### src/rtl/core/periodic_event_scheduler_assert.svh
// ----------------------------------------------------------------------------
// periodic event scheduler assertion macros
// concurrent check wrappers, empty when SYNTH is defined
// ----------------------------------------------------------------------------
`ifndef PERIODIC_EVENT_SCHEDULER_ASSERT_SVH
`define PERIODIC_EVENT_SCHEDULER_ASSERT_SVH

`ifndef SYNTH

`define PES_ASSERT_IMPLY(label, clk, rst, ante, cons) \
   label: assert property (@(posedge clk) disable iff (rst) (ante) |-> (cons)) \
      else $error("pes check failed: same cycle implication");

`define PES_ASSERT_NEXT(label, clk, rst, ante, cons) \
   label: assert property (@(posedge clk) disable iff (rst) (ante) |=> (cons)) \
      else $error("pes check failed: next cycle implication");

`else

`define PES_ASSERT_IMPLY(label, clk, rst, ante, cons)

`define PES_ASSERT_NEXT(label, clk, rst, ante, cons)

`endif

`endif

### src/rtl/core/pes_pkg.sv
// ----------------------------------------------------------------------------
// pes_pkg
// shared types and codes of the periodic event scheduler
// ----------------------------------------------------------------------------
package pes_pkg;

   localparam int TIME_W = 48;
   localparam int ID_W   = 32;
   localparam int PER_W  = 16;

   localparam logic [1:0] FUNC_CLEAR    = 2'd0;
   localparam logic [1:0] FUNC_REGISTER = 2'd1;
   localparam logic [1:0] FUNC_NEXT     = 2'd2;

   localparam logic [1:0] ST_OK       = 2'd0;
   localparam logic [1:0] ST_EMPTY    = 2'd1;
   localparam logic [1:0] ST_FULL     = 2'd2;
   localparam logic [1:0] ST_OVERFLOW = 2'd3;

   // field order gives the serve order as a plain unsigned compare
   typedef struct packed {
      logic [TIME_W-1:0] due_time;
      logic [ID_W-1:0]   user_id;
      logic [PER_W-1:0]  period;
   } entry_type;

endpackage

### src/rtl/core/pes_key_cmp.sv
// ----------------------------------------------------------------------------
// pes_key_cmp
// shared serve-order comparator: due time, then id, then period
// ----------------------------------------------------------------------------
module pes_key_cmp (
   input  pes_pkg::entry_type a,
   input  pes_pkg::entry_type b,
   output logic               a_first
);

   assign a_first = (a < b);

endmodule
### config.mk
export PLATFORM = sky130hd
export DESIGN_NAME = pes_key_cmp
export DESIGN_NICKNAME = d
export VERILOG_FILES = /design/src/rtl/core/periodic_event_scheduler_assert.svh /design/src/rtl/core/pes_pkg.sv /design/src/rtl/core/pes_key_cmp.sv
export SDC_FILE = /design/constraint.sdc
export NUM_CORES = 1
export LEC_CHECK = 0
export ABC_AREA = 1
export ABC_CLOCK_PERIOD_IN_PS = 1250
export BUFFER_PORTS_ARGS = -buffer_cell sky130_fd_sc_hd__buf_2
export CORE_MARGIN = 2
export CORE_UTILIZATION = 39
export DETAILED_ROUTE_END_ITERATION = 16
export PLACE_DENSITY = 0.83
export RECOVER_POWER = 100
export SYNTH_ARGS = -nofsm -noshare
export SYNTH_HDL_FRONTEND = slang
export SYNTH_SLANG_ARGS = --single-unit
export TNS_END_PERCENT = 50
### constraint.sdc
create_clock -name vclk -period 1.25
set_clock_uncertainty 0.05 [all_clocks]
set_input_delay 0.125 -clock vclk [all_inputs]
set_output_delay 0.125 -clock vclk [all_outputs]
set_load 0.005 [all_outputs]
; Word-level counts from Yosys, hierarchy flattened
; Cells that the tools add are included.
[totals]
ram_bits = 0
mem_count = 0
latchBits = 0
romBits = 0
word_cells = 1
in_bits = 192
output_inout_bits = 1
reg_bits = 0
[op_classes]
reduce_logical = 0
shifts = 0
bitwise_logic = 0
div_mod_pow = 0
n_lt_le_gt_ge = 1
muxes = 0
multipliers = 0
n_eq_ne = 0
addsub = 0
[ops]
columns = operator, count
row1 = $lt 96x96->1, 1

; Depth between registers and ports, before layout
; Gate-level depths: netlist of the first run.
[logic_depth]
word_depth = 1
ltp_mapped = 15
ltp_nobuf = 15

; Worst setup path before layout of the first run
; OpenSTA, ideal clock, no wires.
[synth_path]
path_type = input to output
start = in b[95] in the netlist's numbering
end = out a_first
arrival_ns = 1.154
path_stages = 13
slack_ns = -0.079
n_path_buf = 0
required_ns = 1.075
path_cell_list = inv_1 ha_1 nand2_2 nor2_4 nand2_2 nor2_2 nand2_2 nor2_2 nand2_1 nand2_1 inv_1 nand2_1 a21oi_1
[synth_between]
elab_chain_len = 1
[synth_lines]
columns = item, line_no
row1 = from (decl), pes_key_cmp.sv:7  ; input pes_pkg::entry_type b,
row2 = $lt 96x96->1, pes_key_cmp.sv:11  ; assign a_first = (a < b);
row3 = to (decl), pes_key_cmp.sv:8  ; output logic a_first
; No other way between the ends.

; Final worst setup path of the first run
[layout_path]
start = in b[65] in the netlist's numbering
end = out a_first
; Same word-level chain as after synthesis.

==> out/metrics.csv, run 1 <==
stage,metric,value,unit
sta,fin_ws,-364,ps
die,row_count,29,
logic_synthesis,syn_inst,426,
sta,timing.final.setup_violations,1,
worst_setup_path,startpoint_type,input pin,
place,place_inst,697,
logic_synthesis,ys_types,15,
cells_and_area,drive_above_1_share,49.0,%
cells_and_area,final_cell_mix,"buf_2 (176), inv_1 (90), nand2_1 (87), ha_1 (59)",
sta,finalCriticalPeriod,1610,ps
die,die_width,85.1,µm
grt,antenna_found_initial,0,
routing,drc,0,
sta,clock.fmax,620,MHz
grt,grt_max_degree,4,
worst_setup_path,crit_path_top_delay_cell,ha_4,
sta,final-max-slew-violation-count,0,
cells_and_area,fin_cells,700,
logic_synthesis,synthTopCellsByArea,"ha_1 (46%), inv_1 (18%), nand2_1 (15%), a21oi_1 (8.4%), nor2_1 (3.8%)",
power_and_ir_drop,peakVddDrop,216,µV
die,die_h,85.1,µm
sta,worstMarginPinSlew,168,ps
worst_setup_path,critical-path-top-delay-family,simple AND/OR/NAND/NOR gates,
cts,holdBufCountCts,0,
place,gp_congestion,0.842,
sta,hold_viol_final,0,
cells_and_area,multi_input_area,2710,µm²
die,io_pins,193,
grt,grt_pass1_vias,3267,
logic_synthesis,synth_area_per_cell,6.02,µm²
grt,grt_use_total,19.4,%
grt,overflow,0,
outcome,violations,negative setup slack,
power_and_ir_drop,p_leak,2.64,nW
worst_setup_path,slowest_delay,200,ps
logic_synthesis,seq_area_frac_synth,0,%
worst_setup_path,arrival,1440,ps
cells_and_area,seq_cell_count,0,
routing,drt-wirelength-per-cell,11.4,µm
sta,post-route-period-util,129,%
routing,drt-total-wl,7.98,mm
logic_synthesis,yosysWarnings,0,
worst_setup_path,cp-end-kind,output port,
routing,routed-via-count,3354,
min_path,hp-class,input pin to output port,
cells_and_area,nClkBuffers,0,
logic_synthesis,synth_area,2560,µm²
cells_and_area,insertedDiodeCount,0,
routing,drt_iter0_drc,40,
die,start_util,40.4,%
power_and_ir_drop,power.density,313,nW/µm²
cells_and_area,area_delta_synth_final,71.9,%
die,core_area,6350,µm²
power_and_ir_drop,p_total,1.38,mW
sta,relSlewSlack,88.7,%
logic_synthesis,synth_area_leader_cell,ha_1,
worst_setup_path,critPathMaxFanout,2,
place,io_buffers,193,
die,dieArea,7240,µm²
cells_and_area,nNetsFinal,912,
logic_synthesis,syn_nets,713,
place,dp_hpwl,6.94,mm
sta,rsz0062_at_grt,yes,
cells_and_area,area.sequential,0,µm²
routing,firstDrtPassIters,4,
worst_setup_path,cp.required,1080,ps
worst_setup_path,crit_type,input pin to output port,
logic_synthesis,yosysTopAreaCellShare,46.4,%
cells_and_area,nFillCells,511,
routing,drt.antenna.violating_nets,0,
outcome,status,"finished, violations left",
run,maxCapViolCount,0,
routing,viasPerCell,4.79,
cells_and_area,layout_commonest_cell,buf_2,
worst_setup_path,cp_common_cell,nand2_1,
grt,grt_first_pass_wirelength,12.3,mm
worst_setup_path,path_cells,buf_2 > inv_2 > ha_4 > nand2_1 > nand2_1 > nand2_1 > nand2_1 > nand2_1 > nand2_1 > nand2_1 > nand2_1 > a21oi_2 > nand2_1 > a21oi_2 > buf_2,
worst_setup_path,path_buf_inv,3,
cells by family after synthesis:
family                   Yosys count  synth area share (%)
adder cells (fa/ha/maj)           95                  46.4
AND/OR/NAND/NOR                  152                  24.1
AO/OA/AOI/OAI                     57                  11.6
buffers and inverters            122                  17.9
power breakdown:
part	leakage, nW	internal (mW)	switching [mW]
registers	0	0	0
clock network	0	0	0
logic	2.64	0.721	0.658
total	2.64	0.721	0.658
path summary, 6_finish.rpt:
path	depth (start not counted)	start	endpoint
worst min-delay path	8	a[23]	a_first
worst max-delay path	15	b[65]	a_first
cell usage after synthesis:
cell type  number
inv_1         122
nand4_1         4
a21o_1          3
nor3_1          3
nor2_4          1
nor2_2          3
a21oi_1        43
nand3_1         9
o21a_1          2
ha_1           95
nand2_2         3
o21ai_0         8
o21ai_1         1
nor2_1         26
nand2_1       103
layer usage:
layer | vias to the layer above | wire [µm] | track usage [%]
met2 | 132 | 4410 | 42.4
li1 | 1724 | - | -
met5 | - | 0 | 0
met4 | 0 | 84 | 0.577
met3 | 8 | 546 | 1.85
met1 | 1490 | 2940 | 20.3
layout make-up:
cell class,count,area share (%)
timing repair buffer,197,25.0
tap,77,2.19
multi-input combinational,304,61.4
inverter,122,11.4
repair_timing:
| action | CTS | global route |
|---|---|---|
| setup buffers | 1 | 2 |
| endpoints found under the hold margin | 0 | 0 |
| setup endpoints to repair | 1 | 1 |
| pin swaps | 27 | 38 |
| resized for setup | 31 | 48 |
through the flow:
stage / hold slack, ps / instance area, µm² / TNS (ps) / setup WS (ps) / utilization (%)
floorplan: 582 / 2900 / -19.8 / -19.8 / -
global placement: 843 / 3970 / -415 / -415 / 62.5
detailed placement: 860 / 3970 / -447 / -447 / 62.5
CTS: 856 / 4130 / -347 / -347 / 65.1
global route: 913 / 4410 / -488 / -488 / 69.4
finish: 853 / 4410 / -364 / -364 / 69.4
No activity file was read; power rests on OpenSTA's default activity.
==> run 2, diff against run 1 <==
--- a/config.mk
+++ b/config.mk
@@ -11,7 +11,7 @@
 export CORE_MARGIN = 2
 export CORE_UTILIZATION = 39
 export DETAILED_ROUTE_END_ITERATION = 16
-export PLACE_DENSITY = 0.83
+export PLACE_DENSITY = 0.81
 export RECOVER_POWER = 100
 export SYNTH_ARGS = -nofsm -noshare
 export SYNTH_HDL_FRONTEND = slang
==> out/metrics.csv, run 2 (synthesis gave the netlist of run 1 again) <==
stage,metric,value,unit
grt,grt_first_pass_wirelength,12.1,mm
routing,firstDrtPassIters,4,
cells_and_area,fin_cells,701,
worst_setup_path,startpoint,a[55],
routing,drc,0,
sta,post-route-period-util,127,%
routing,viasPerCell,4.68,
routing,drt-wirelength-per-cell,11.5,µm
outcome,status,"finished, violations left",
sta,fin_ws,-344,ps
die,core_area,6350,µm²
outcome,violations,negative setup slack,
min_path,whs_path_depth,8,
die,dieArea,7240,µm²
die,die_width,85.1,µm
worst_setup_path,cp_common_cell,nand2_1,
cells_and_area,layout_commonest_cell,buf_2,
die,die_h,85.1,µm
place,dp_hpwl,6.75,mm
min_path,min_to,a_first,
power_and_ir_drop,power.density,313,nW/µm²
routing,routed-via-count,3278,
sta,hold_viol_final,0,
routing,drt.antenna.violating_nets,0,
cells_and_area,nNetsFinal,913,
worst_setup_path,slowest_delay,330,ps
worst_setup_path,cp.required,1080,ps
worst_setup_path,arrival,1420,ps
sta,rsz0062_at_grt,yes,
place,place_inst,696,
cells_and_area,area.sequential,0,µm²
worst_setup_path,startpoint_type,input pin,
routing,drt_iter0_drc,30,
grt,grt_pass1_vias,3270,
sta,final-max-slew-violation-count,0,
min_path,hold_path.startpoint,a[23],
cells_and_area,final_cell_area,4430,µm²
worst_setup_path,crit_type,input pin to output port,
cts,holdBufCountCts,0,
cells_and_area,insertedDiodeCount,0,
cells_and_area,seq_cell_count,0,
die,row_count,29,
sta,relSlewSlack,87.3,%
sta,finalCriticalPeriod,1590,ps
power_and_ir_drop,p_total,1.38,mW
cells_and_area,drive_above_1_share,48.4,%
grt,grt_use_total,19.1,%
worst_setup_path,critPathMaxFanout,2,
place,io_buffers,193,
min_path,hp-class,input pin to output port,
cells_and_area,area_delta_synth_final,72.8,%
sta,timing.final.setup_violations,1,
die,io_pins,193,
grt,overflow,0,
place,gp_congestion,0.791,
worst_setup_path,cp-end-kind,output port,
power_and_ir_drop,p_leak,2.66,nW
sta,worstMarginPinSlew,188,ps
worst_setup_path,crit_path_top_delay_cell,ha_1,
cells_and_area,nClkBuffers,0,
place,placed_area,3960,µm²
routing,drt-total-wl,8.04,mm
cells_and_area,final_util,69.7,%
cells_and_area,final_cell_mix,"buf_2 (169), inv_1 (92), nand2_1 (85), ha_1 (62), a21oi_1 (37)",
grt,antenna_found_initial,0,
grt,grt_max_degree,4,
place,dp_slack,-437,ps
run,maxCapViolCount,0,
die,start_util,40.4,%
sta,clock.fmax,627,MHz
worst_setup_path,path_cells,buf_2 > ha_1 > a21o_1 > nor2_1 > nand2_1 > nand2_1 > nand2_1 > nand2_1 > nand2_1 > inv_2 > nand2_2 > a21oi_2 > buf_2,
power_and_ir_drop,peakVddDrop,232,µV
[run 2: cell count changes in the layout (fill, tap and decap cells not counted), sizes merged]
cell  change
buf       +1
[run 2: repair_timing]
| item | 4_1_cts | 5_1_grt |
|---|---|---|
| gates cloned | 0 | 0 |
| setup endpoints to repair | 1 | 1 |
| resized for setup | 13 | 69 |
| setup buffers | 2 | 3 |
| pin swaps | 10 | 36 |
[run 2: area by class of cell]
type / count / area (µm²)
multi-input combinational: 304 / 2690
tap: 77 / 96.3
inverter: 122 / 498
timing repair buffer: 198 / 1150
fill: 512 / 1920
[run 2: per-stage QoR]
step,setup TNS [ps],hold slack [ps]
5_1_grt,-510,878
2_1_floorplan,-19.8,582
3_5_place_dp,-437,849
4_1_cts,-372,845
6_report,-344,825
3_3_place_gp,-431,845
[run 2: worst max path at each step]
stage                         end  slack, ps  cells after the start
after floorplan           a_first        -20                     13
after global placement    a_first       -430                     15
after detailed placement  a_first       -440                     15
after CTS                 a_first       -370                     15
after global routing      a_first       -510                     17
final                     a_first       -340                     13
[run 2: critical path: cells and delay by family]
family                     cells  cell delay (ps)
and+or+nand+nor                7              410
adders and majority gates      1              330
AOI/OAI and AO/OA              2              280
buffers and inverters          3              270
[run 2: layer usage]
metal / up-vias / global-route usage [%] / wire (µm)
met5: - / 0 / 0
met4: 0 / 2.45 / 155
met3: 18 / 2.82 / 579
met2: 134 / 40.3 / 4470
met1: 1394 / 19.9 / 2830
li1: 1732 / - / -
[run 2: report_power, final]
| group | total (mW) | switching (mW) | internal, mW | leakage (nW) |
|---|---|---|---|---|
| logic | 1.38 | 0.653 | 0.731 | 2.66 |
| clock network | 0 | 0 | 0 | 0 |
| registers | 0 | 0 | 0 | 0 |
